[config.mk]
export PLATFORM = sky130hd
export DESIGN_NAME = api_transmit_request_framer
export DESIGN_NICKNAME = d
export VERILOG_FILES = /design/src/rtl/atrf_pkg.sv /design/src/rtl/api_transmit_request_framer.sv /design/src/rtl/atrf_front.sv /design/src/rtl/atrf_queue.sv /design/src/rtl/atrf_back.sv
export VERILOG_INCLUDE_DIRS = /design/src /design/src/rtl
export SDC_FILE = /design/constraint.sdc
export NUM_CORES = 1
export LEC_CHECK = 0
export BUFFER_PORTS_ARGS = -buffer_cell sky130_fd_sc_hd__buf_4
export CAP_MARGIN = 20
export CELL_PAD_IN_SITES_DETAIL_PLACEMENT = 1
export CELL_PAD_IN_SITES_GLOBAL_PLACEMENT = 1
export CORE_MARGIN = 10
export CORE_UTILIZATION = 40
export DETAILED_ROUTE_END_ITERATION = 10
export PLACE_DENSITY_LB_ADDON = 0.15
export SYNTH_ARGS = -nofsm -noshare
export SYNTH_HDL_FRONTEND = slang
export SYNTH_SLANG_ARGS = --single-unit
[constraint.sdc]
create_clock -name clk -period 4.45 [get_ports clk]
set_clock_uncertainty 0.15 [all_clocks]
set_input_delay 1.1125 -clock clk [delete_from_list [all_inputs] [get_ports clk]]
set_output_delay 1.1125 -clock clk [all_outputs]
set_load 0.03 [all_outputs]
[src/rtl/api_transmit_request_framer_defines.svh]
// ----------------------------------------------------------------------------
// Assertion macros for the transmit request framer.
// Concurrent checks are compiled out when SYNTHESIS is defined.
// ----------------------------------------------------------------------------
`ifndef API_TRANSMIT_REQUEST_FRAMER_DEFINES_SVH
`define API_TRANSMIT_REQUEST_FRAMER_DEFINES_SVH

`ifndef SYNTHESIS
`define ATRF_ASSERT(lbl, prop, msg) \
  lbl: assert property (@(posedge clk) disable iff (!rst_n) prop) else $error(msg);
`define ATRF_ASSERT_ALWAYS(lbl, prop, msg) \
  lbl: assert property (@(posedge clk) prop) else $error(msg);
`else
`define ATRF_ASSERT(lbl, prop, msg)
`define ATRF_ASSERT_ALWAYS(lbl, prop, msg)
`endif

`endif

[src/rtl/atrf_pkg.sv]
`timescale 1ns / 1ps
// ----------------------------------------------------------------------------
// atrf_pkg
// Types and constants shared by the transmit request framer modules.
// ----------------------------------------------------------------------------
package atrf_pkg;

  localparam int BYTE_W    = 8;
  localparam int LEN_W     = 16;
  localparam int DEST_W    = 64;
  localparam int NET_W     = 16;
  localparam int CFG_IDX_W = 3;
  localparam int CFG_W     = DEST_W;
  localparam int IN_DATA_W = LEN_W + BYTE_W;
  localparam int QUEUE_DEPTH_DEF = 2;

  localparam logic [BYTE_W-1:0] FRAME_DELIM   = 8'h7E;
  localparam logic [BYTE_W-1:0] FRAME_TYPE_TX = 8'h10;
  localparam logic [BYTE_W-1:0] CSUM_BASE     = 8'hFF;
  localparam logic [LEN_W-1:0]  LEN_OVERHEAD  = 16'd14;

  localparam logic [DEST_W-1:0] DEST_RST   = 64'h0000_0000_0000_FFFF;
  localparam logic [BYTE_W-1:0] IDENT_RST  = 8'h01;
  localparam logic [NET_W-1:0]  NET_RST    = 16'hFFFE;
  localparam logic [BYTE_W-1:0] RADIUS_RST = 8'h00;
  localparam logic [BYTE_W-1:0] OPT_RST    = 8'h00;

  typedef enum logic [CFG_IDX_W-1:0] {
    CFG_DEST    = 3'd0,
    CFG_IDENT   = 3'd1,
    CFG_NET     = 3'd2,
    CFG_RADIUS  = 3'd3,
    CFG_OPTIONS = 3'd4
  } cfg_idx_t;

  typedef enum logic [4:0] {
    ST_DELIM, ST_LEN_HI, ST_LEN_LO, ST_TYPE, ST_IDENT,
    ST_DST7, ST_DST6, ST_DST5, ST_DST4, ST_DST3, ST_DST2, ST_DST1, ST_DST0,
    ST_NET_HI, ST_NET_LO, ST_RADIUS, ST_OPTIONS, ST_DATA, ST_CSUM
  } step_t;

  typedef struct packed {
    logic [DEST_W-1:0] dest;
    logic [BYTE_W-1:0] ident;
    logic [NET_W-1:0]  net;
    logic [BYTE_W-1:0] radius;
    logic [BYTE_W-1:0] options;
  } cfg_t;

  typedef struct packed {
    logic              start;
    logic              has_data;
    logic              last;
    logic [LEN_W-1:0]  len_field;
    logic [BYTE_W-1:0] data;
  } cmd_t;

  typedef struct packed {
    logic full;
    logic empty;
  } q_stat_t;

endpackage

[src/rtl/api_transmit_request_framer.sv]
`timescale 1ns / 1ps
// ----------------------------------------------------------------------------
// api_transmit_request_framer
// Builds serial API transmit request frames from a stream of payload requests.
// ----------------------------------------------------------------------------
// Channel  Direction  Contents
// in_      input      tdata: payload_len, data_byte; tuser: start_req
// out_     output     tdata: out_byte; tlast: frame_end
// cfg_     input      register index and write data, no read-back
//
// The single byte sequencer emits one frame byte per cycle when not stalled.
// A start request yields 18 or 19 bytes, a payload request 1 or 2 bytes.
// Requests enter at one per cycle while the command queue has room.
// Synchronous reset clears the queue and sequencer, presets the registers.
// ----------------------------------------------------------------------------
`include "api_transmit_request_framer_defines.svh"

module api_transmit_request_framer #(
  parameter int QUEUE_DEPTH = atrf_pkg::QUEUE_DEPTH_DEF
) (
  input  logic                           clk,
  input  logic                           rst_n,
  input  logic                           in_tvalid,
  output logic                           in_tready,
  // Bits from low: payload_len [15:0], data_byte [23:16].
  input  logic [atrf_pkg::IN_DATA_W-1:0] in_tdata,
  // Bits from low: start_req.
  input  logic                           in_tuser,
  output logic                           out_tvalid,
  input  logic                           out_tready,
  // Bits from low: out_byte [7:0].
  output logic [atrf_pkg::BYTE_W-1:0]    out_tdata,
  output logic                           out_tlast,
  input  logic                           cfg_we,
  input  logic [atrf_pkg::CFG_IDX_W-1:0] cfg_index,
  input  logic [atrf_pkg::CFG_W-1:0]     cfg_wdata
);
  import atrf_pkg::*;

  cfg_t    cfg_r, cfg_nxt;
  cmd_t    push_cmd, head;
  q_stat_t q_stat;
  logic    q_push, q_pop, back_busy;

  always_comb begin
    cfg_nxt = cfg_r;
    if (cfg_we) begin
      unique case (cfg_idx_t'(cfg_index))
        CFG_DEST:    cfg_nxt.dest    = cfg_wdata;
        CFG_IDENT:   cfg_nxt.ident   = cfg_wdata[BYTE_W-1:0];
        CFG_NET:     cfg_nxt.net     = cfg_wdata[NET_W-1:0];
        CFG_RADIUS:  cfg_nxt.radius  = cfg_wdata[BYTE_W-1:0];
        CFG_OPTIONS: cfg_nxt.options = cfg_wdata[BYTE_W-1:0];
        default:     cfg_nxt = cfg_r;
      endcase
    end
  end

  always_ff @(posedge clk) begin
    if (!rst_n) begin
      cfg_r.dest    <= DEST_RST;
      cfg_r.ident   <= IDENT_RST;
      cfg_r.net     <= NET_RST;
      cfg_r.radius  <= RADIUS_RST;
      cfg_r.options <= OPT_RST;
    end else begin
      cfg_r <= cfg_nxt;
    end
  end

  atrf_front u_front (
    .clk         (clk),
    .rst_n       (rst_n),
    .in_tvalid   (in_tvalid),
    .in_tready   (in_tready),
    .start_req   (in_tuser),
    .payload_len (in_tdata[LEN_W-1:0]),
    .data_byte   (in_tdata[IN_DATA_W-1:LEN_W]),
    .q_stat      (q_stat),
    .push        (q_push),
    .cmd         (push_cmd)
  );

  atrf_queue #(
    .DEPTH (QUEUE_DEPTH)
  ) u_queue (
    .clk      (clk),
    .rst_n    (rst_n),
    .push     (q_push),
    .push_cmd (push_cmd),
    .pop      (q_pop),
    .head     (head),
    .stat     (q_stat)
  );

  atrf_back u_back (
    .clk        (clk),
    .rst_n      (rst_n),
    .cfg        (cfg_r),
    .head       (head),
    .q_stat     (q_stat),
    .pop        (q_pop),
    .busy       (back_busy),
    .out_tvalid (out_tvalid),
    .out_tready (out_tready),
    .out_byte   (out_tdata),
    .frame_end  (out_tlast)
  );

  `ATRF_ASSERT(a_no_overflow, q_push |-> !q_stat.full, "Command queue overflow.")
  `ATRF_ASSERT(a_no_underflow, q_pop |-> !q_stat.empty, "Command queue underflow.")
  `ATRF_ASSERT(a_busy_has_cmd, back_busy |-> !q_stat.empty, "Sequencer busy with no command.")

endmodule

[src/rtl/atrf_front.sv]
`timescale 1ns / 1ps
// ----------------------------------------------------------------------------
// atrf_front
// Accepts requests, tracks the frame position and queues byte commands.
// ----------------------------------------------------------------------------
module atrf_front (
  input  logic                      clk,
  input  logic                      rst_n,
  input  logic                      in_tvalid,
  output logic                      in_tready,
  input  logic                      start_req,
  input  logic [atrf_pkg::LEN_W-1:0]  payload_len,
  input  logic [atrf_pkg::BYTE_W-1:0] data_byte,
  input  atrf_pkg::q_stat_t         q_stat,
  output logic                      push,
  output atrf_pkg::cmd_t            cmd
);
  import atrf_pkg::*;

  logic             in_frame_r, in_frame_nxt;
  logic [LEN_W-1:0] remain_r, remain_nxt;
  logic             acc;

  assign in_tready = !q_stat.full;
  assign acc       = in_tvalid && in_tready;

  always_comb begin
    cmd.start     = start_req;
    cmd.has_data  = 1'b1;
    cmd.last      = 1'b0;
    cmd.len_field = payload_len + LEN_OVERHEAD;
    cmd.data      = data_byte;
    push          = 1'b0;
    in_frame_nxt  = in_frame_r;
    remain_nxt    = remain_r;
    priority if (acc && start_req) begin
      push = 1'b1;
      if (payload_len == '0) begin
        cmd.has_data = 1'b0;
        cmd.last     = 1'b1;
        in_frame_nxt = 1'b0;
        remain_nxt   = '0;
      end else begin
        cmd.last     = (payload_len == LEN_W'(1));
        in_frame_nxt = (payload_len != LEN_W'(1));
        remain_nxt   = payload_len - LEN_W'(1);
      end
    end else if (acc && in_frame_r) begin
      push         = 1'b1;
      cmd.last     = (remain_r == LEN_W'(1));
      in_frame_nxt = (remain_r != LEN_W'(1));
      remain_nxt   = remain_r - LEN_W'(1);
    end
  end

  always_ff @(posedge clk) begin
    if (!rst_n) begin
      in_frame_r <= 1'b0;
      remain_r   <= '0;
    end else begin
      in_frame_r <= in_frame_nxt;
      remain_r   <= remain_nxt;
    end
  end

endmodule

[src/rtl/atrf_queue.sv]
`timescale 1ns / 1ps
// ----------------------------------------------------------------------------
// atrf_queue
// Small command queue between the request front and the byte sequencer.
// ----------------------------------------------------------------------------
module atrf_queue #(
  parameter int DEPTH = atrf_pkg::QUEUE_DEPTH_DEF
) (
  input  logic              clk,
  input  logic              rst_n,
  input  logic              push,
  input  atrf_pkg::cmd_t    push_cmd,
  input  logic              pop,
  output atrf_pkg::cmd_t    head,
  output atrf_pkg::q_stat_t stat
);
  import atrf_pkg::*;

  localparam int PTR_W = (DEPTH > 1) ? $clog2(DEPTH) : 1;
  localparam int CNT_W = $clog2(DEPTH + 1);

  cmd_t             slot_r [DEPTH];
  logic [PTR_W-1:0] wr_ptr_r, wr_ptr_nxt;
  logic [PTR_W-1:0] rd_ptr_r, rd_ptr_nxt;
  logic [CNT_W-1:0] count_r, count_nxt;
  logic             do_push, do_pop;

  assign stat.full  = (count_r == CNT_W'(DEPTH));
  assign stat.empty = (count_r == '0);
  assign do_push    = push && !stat.full;
  assign do_pop     = pop && !stat.empty;
  assign head       = slot_r[rd_ptr_r];

  always_comb begin
    wr_ptr_nxt = wr_ptr_r;
    rd_ptr_nxt = rd_ptr_r;
    count_nxt  = count_r;
    if (do_push) begin
      wr_ptr_nxt = (wr_ptr_r == PTR_W'(DEPTH - 1)) ? '0 : wr_ptr_r + PTR_W'(1);
    end
    if (do_pop) begin
      rd_ptr_nxt = (rd_ptr_r == PTR_W'(DEPTH - 1)) ? '0 : rd_ptr_r + PTR_W'(1);
    end
    if (do_push && !do_pop) begin
      count_nxt = count_r + CNT_W'(1);
    end else if (do_pop && !do_push) begin
      count_nxt = count_r - CNT_W'(1);
    end
  end

  always_ff @(posedge clk) begin
    if (do_push) begin
      slot_r[wr_ptr_r] <= push_cmd;
    end
  end

  always_ff @(posedge clk) begin
    if (!rst_n) begin
      wr_ptr_r <= '0;
      rd_ptr_r <= '0;
      count_r  <= '0;
    end else begin
      wr_ptr_r <= wr_ptr_nxt;
      rd_ptr_r <= rd_ptr_nxt;
      count_r  <= count_nxt;
    end
  end

endmodule

[src/rtl/atrf_back.sv]
`timescale 1ns / 1ps
// ----------------------------------------------------------------------------
// atrf_back
// Byte sequencer: expands queued commands into frame bytes and checksum.
// ----------------------------------------------------------------------------
module atrf_back (
  input  logic                        clk,
  input  logic                        rst_n,
  input  atrf_pkg::cfg_t              cfg,
  input  atrf_pkg::cmd_t              head,
  input  atrf_pkg::q_stat_t           q_stat,
  output logic                        pop,
  output logic                        busy,
  output logic                        out_tvalid,
  input  logic                        out_tready,
  output logic [atrf_pkg::BYTE_W-1:0] out_byte,
  output logic                        frame_end
);
  import atrf_pkg::*;

  step_t             step_r, step_nxt, cur_step, next_step;
  logic              busy_r, busy_nxt;
  logic [BYTE_W-1:0] sum_r, sum_nxt;
  logic              valid_r, valid_nxt;
  logic [BYTE_W-1:0] byte_r, byte_nxt;
  logic              last_r, last_nxt;
  logic [BYTE_W-1:0] cur_byte;
  logic              summed, done, emit;

  assign cur_step = busy_r ? step_r : (head.start ? ST_DELIM : ST_DATA);
  assign emit     = !q_stat.empty && (!valid_r || out_tready);

  always_comb begin
    summed   = 1'b1;
    cur_byte = '0;
    unique case (cur_step)
      ST_DELIM:   begin cur_byte = FRAME_DELIM; summed = 1'b0; end
      ST_LEN_HI:  begin cur_byte = head.len_field[15:8]; summed = 1'b0; end
      ST_LEN_LO:  begin cur_byte = head.len_field[7:0]; summed = 1'b0; end
      ST_TYPE:    cur_byte = FRAME_TYPE_TX;
      ST_IDENT:   cur_byte = cfg.ident;
      ST_DST7:    cur_byte = cfg.dest[63:56];
      ST_DST6:    cur_byte = cfg.dest[55:48];
      ST_DST5:    cur_byte = cfg.dest[47:40];
      ST_DST4:    cur_byte = cfg.dest[39:32];
      ST_DST3:    cur_byte = cfg.dest[31:24];
      ST_DST2:    cur_byte = cfg.dest[23:16];
      ST_DST1:    cur_byte = cfg.dest[15:8];
      ST_DST0:    cur_byte = cfg.dest[7:0];
      ST_NET_HI:  cur_byte = cfg.net[15:8];
      ST_NET_LO:  cur_byte = cfg.net[7:0];
      ST_RADIUS:  cur_byte = cfg.radius;
      ST_OPTIONS: cur_byte = cfg.options;
      ST_DATA:    cur_byte = head.data;
      ST_CSUM:    begin cur_byte = CSUM_BASE - sum_r; summed = 1'b0; end
      default:    summed = 1'b0;
    endcase
  end

  always_comb begin
    done      = 1'b0;
    next_step = cur_step;
    unique case (cur_step)
      ST_OPTIONS: begin
        if (head.has_data) begin
          next_step = ST_DATA;
        end else if (head.last) begin
          next_step = ST_CSUM;
        end else begin
          done = 1'b1;
        end
      end
      ST_DATA: begin
        if (head.last) begin
          next_step = ST_CSUM;
        end else begin
          done = 1'b1;
        end
      end
      ST_CSUM: done = 1'b1;
      default: next_step = step_t'(cur_step + 5'd1);
    endcase
  end

  always_comb begin
    busy_nxt  = busy_r;
    step_nxt  = step_r;
    sum_nxt   = sum_r;
    valid_nxt = valid_r;
    byte_nxt  = byte_r;
    last_nxt  = last_r;
    pop       = 1'b0;
    if (emit) begin
      valid_nxt = 1'b1;
      byte_nxt  = cur_byte;
      last_nxt  = (cur_step == ST_CSUM);
      if (cur_step == ST_DELIM || cur_step == ST_CSUM) begin
        sum_nxt = '0;
      end else if (summed) begin
        sum_nxt = sum_r + cur_byte;
      end
      if (done) begin
        pop      = 1'b1;
        busy_nxt = 1'b0;
      end else begin
        busy_nxt = 1'b1;
        step_nxt = next_step;
      end
    end else if (out_tready) begin
      valid_nxt = 1'b0;
    end
  end

  always_ff @(posedge clk) begin
    if (!rst_n) begin
      busy_r  <= 1'b0;
      step_r  <= ST_DELIM;
      sum_r   <= '0;
      valid_r <= 1'b0;
    end else begin
      busy_r  <= busy_nxt;
      step_r  <= step_nxt;
      sum_r   <= sum_nxt;
      valid_r <= valid_nxt;
    end
  end

  always_ff @(posedge clk) begin
    byte_r <= byte_nxt;
    last_r <= last_nxt;
  end

  assign busy       = busy_r;
  assign out_tvalid = valid_r;
  assign out_byte   = byte_r;
  assign frame_end  = last_r;

endmodule
==> metrics.cfg <==
[clock_network]
ctsHtreeMaxLevel=1
cts.sinks=204
cts_tree=done
cts_hold_buf=0
clockBufferDepth=3
clkLatencyLatePin_ns=0.53
path_clk_slew_ns=0.06
cts_root_buf=clkbuf_16
cts_made_buffers=23

[grt]
grt_pass1_vias=8781
antenna_found_initial=0
gr-total-overflow=0
grt_max_degree=52
grt_first_pass_wirelength_mm=51.1
grt_usage_pct=20.7

[sta]
worst_pin_slew_ns=0.978
hold_viol=0
rsz0062_at_grt=yes
slew_headroom_pct=34.3
setup_viol_count_final=1
drv_slew=0
period_needed_ns=4.46
worst_slack_ns=-0.00575
max_freq_mhz=224
finalCritPeriodShare_pct=100

[hold_path]
hold_path.class=flop to flop

[critical_path]
cp.required_ns=4.74
cp_max_fo=7
arrival_ns=4.74
end_kind=flop
critPathKind=flop to flop
cp-start-kind=flop

[die]
rows=56
start_util_pct=40.9
coreArea_um2=23700
ios=108
die_h_um=176
dieArea_um2=30800
die_x_um=176

[synth]
synth_top_cell_area_share_pct=29.1
synth_top_family_by_area=simple AND/OR/NAND/NOR gates
syn-num-nets=1211
synthXorXnorAreaFrac_pct=3.62
synth_edf_count=63
syn_area_um2=9690
yosysWarnings=0
synth-simple-area-share_pct=22.8
synth-seq-cells=204
synth.avg_cell_area_um2=8.84
synth-compound-area-share_pct=16.4
synth-adder-area-share_pct=2.40
synth_cell_types=75
netlist_top_cells_area=dfxtp_1 (29%), edfxtp_1 (20%), nand2_1 (9.8%)
synthCells=1096
async_reset_ff_share_pct=0
ys.flop_type=dfxtp_1
yosys.area.top_type=dfxtp_1
muxShareOfSynthArea_pct=2.61
ys_seq_area_share_pct=48.7

[route]
drt_iter0_markers=728
first_pass_iters=6
drc_errors=0
num_vias=8658
wl_per_cell_um=20.9
detail-route-antenna-nets=0
via_per_inst=5.53
routed_wl_mm=32.8

[layout]
fin_util_pct=50.5
area_growth_pct=23.5
drive_gt1_share_pct=19.8
antennaDiodeCount=0
final_nets=1346
final_cells=1567

[power_and_ir_drop]
totalPowerFinal_mw=5.86
leakage_nw=4.59
max-vdd-ir-drop_uv=415
p_per_area_nw_per_um2=489

[run_status]
violations=negative setup slack
outcome=finished with violations

[placement]
place.detailed.hpwl_mm=24.3
portBuffers=107
place_inst=1517
place_congestion=0.907

[job]
drv_cap=0

power by group:
group	internal, mW	switching [mW]	leakage (nW)
combinational	0.709	1.03	2.50
sequential	2.13	0.123	1.73
clock	1.10	0.772	0.369
per-layer routing:
metal  share of wire (%)  GRT usage, %  wire length (um)  vias to the layer above
li1                    -             -                 -                     4163
met1                  49          29.8             16100                     4254
met2                  44          31.9             14400                      209
met3                 5.3          3.47              1750                       32
met4                 1.6          3.96               520                        0
met5                   0             0                 0                        -
cells in the mapped netlist, types with 4 or more instances:
cell type,count
buf_1,4
edfxtp_1,63
o211ai_1,4
nand3_1,48
o211a_1,4
a21o_1,5
or3_1,10
a22oi_1,27
nor2b_1,7
clkbuf_1,47
xor2_1,19
nor4_1,4
nand3b_1,4
nor2_1,67
a31oi_1,6
nor3_1,18
xnor2_1,21
dfxtp_1,141
a221oi_1,10
nand2b_1,8
o22ai_1,14
and2_1,5
a22o_1,8
a21oi_1,110
nor3b_1,5
mux2i_1,23
nand2_1,254
inv_1,21
o221ai_1,4
buf_2,7
o21ai_0,26
nand4_1,10
ha_1,17
or4_1,5
and3_1,11
cells in the final DEF (no fill, tap or decap), types with 4 or more instances in the layout:
cell and count:
nand2_1 253, buf_4 169, dfxtp_1 139, a21oi_1 107, nor2_1 64, edfxtp_1 63, nand3_1 47, a22oi_1 27
o21ai_0 25, mux2i_1 23, clkbuf_16 23, xnor2_1 21, inv_1 20, xor2_1 19, nor3_1 17, ha_1 15
o22ai_1 14, and3_1 11, nand4_1 10, or3_1 10, a221oi_1 9, nand2b_1 8, a22o_1 8, nor2b_1 7
a31oi_1 6, clkbuf_1 6, a21o_1 5, or4_1 5, nor3b_1 5, clkbuf_8 5, nand3b_1 4, and2_1 4
o211ai_1 4, o221ai_1 4, nor4_1 4, o211a_1 4, clkinv_2 4
sequential cells by signal, indices dropped and copies added, names as in the netlist, named ones only:
signal,cells
u_queue.rd_ptr_r,1
u_queue.wr_ptr_r,1
u_queue.slot_r,54
u_front.in_frame_r,1
u_back.sum_r,8
u_back.out_tvalid,1
u_back.busy,1
cfg_r,104
u_front.remain_r,16
u_queue.count_r,2
u_back.frame_end,1
u_back.step_r,5
u_back.out_byte,8
metrics by stage:
step                      hold WS (ns)  cell area (um2)  setup slack, ns  setup TNS (ns)
after floorplan                  0.282             9700           0.0207               0
after global placement           0.295            11100          -0.0610         -0.0610
after detailed placement         0.301            11100           -0.189          -0.255
after CTS                        0.309            11900           0.0104               0
after global routing             0.334            12000           -0.219          -0.231
final                            0.311            12000         -0.00575        -0.00575
final cells by class:
cell class | instances | area [um2]
inverters | 23 | 86.3
clock buffers | 35 | 672
flip-flops and latches | 204 | 4720
repair buffers | 172 | 1320
multi-input cells | 807 | 4710
clock inverters | 7 | 65.1
fillers | 2825 | 11700
well taps | 319 | 399
path summary, 6_finish.rpt:
kind                         startpoint               to  slack, ns  cells past startpoint
setup reg to reg  u_queue.slot_r[0][26]  u_back.sum_r[7]     -0.006                     18
hold / removal                cfg_r[59]        cfg_r[59]       0.31                      2
hold reg to reg               cfg_r[59]        cfg_r[59]       0.31                      2
setup / recovery  u_queue.slot_r[0][26]  u_back.sum_r[7]     -0.006                     18
cell families after synthesis:
family,Yosys count
compound gates,247
xor+xnor,40
fa+ha+maj,18
buf+inv,85
flops,204
mux,25
simple gates,477
worst max-delay path, cell delays in order, from the launching register on:
cell and delay, ns:
edfxtp_1 0.39, mux2_4 0.30, nor2_4 0.11, a21o_1 0.14, inv_2 0.07, ha_4 0.18, buf_4 0.15, nor2b_1 0.12
a22oi_1 0.23, buf_4 0.20, o221ai_1 0.11, a211o_1 0.33, ha_1 0.32, a21oi_2 0.16, o211ai_1 0.16, o41ai_2 0.39
and3b_1 0.22, or4b_1 0.49, a31oi_1 0.13
what timing repair did:
action	4_1_cts	5_1_grt
gates resized for setup	3	17
endpoints found under the setup margin	2	3
buffers inserted	2	6
pin swaps	1	16
cloned	0	0
No activity file was read; power rests on OpenSTA's default activity.
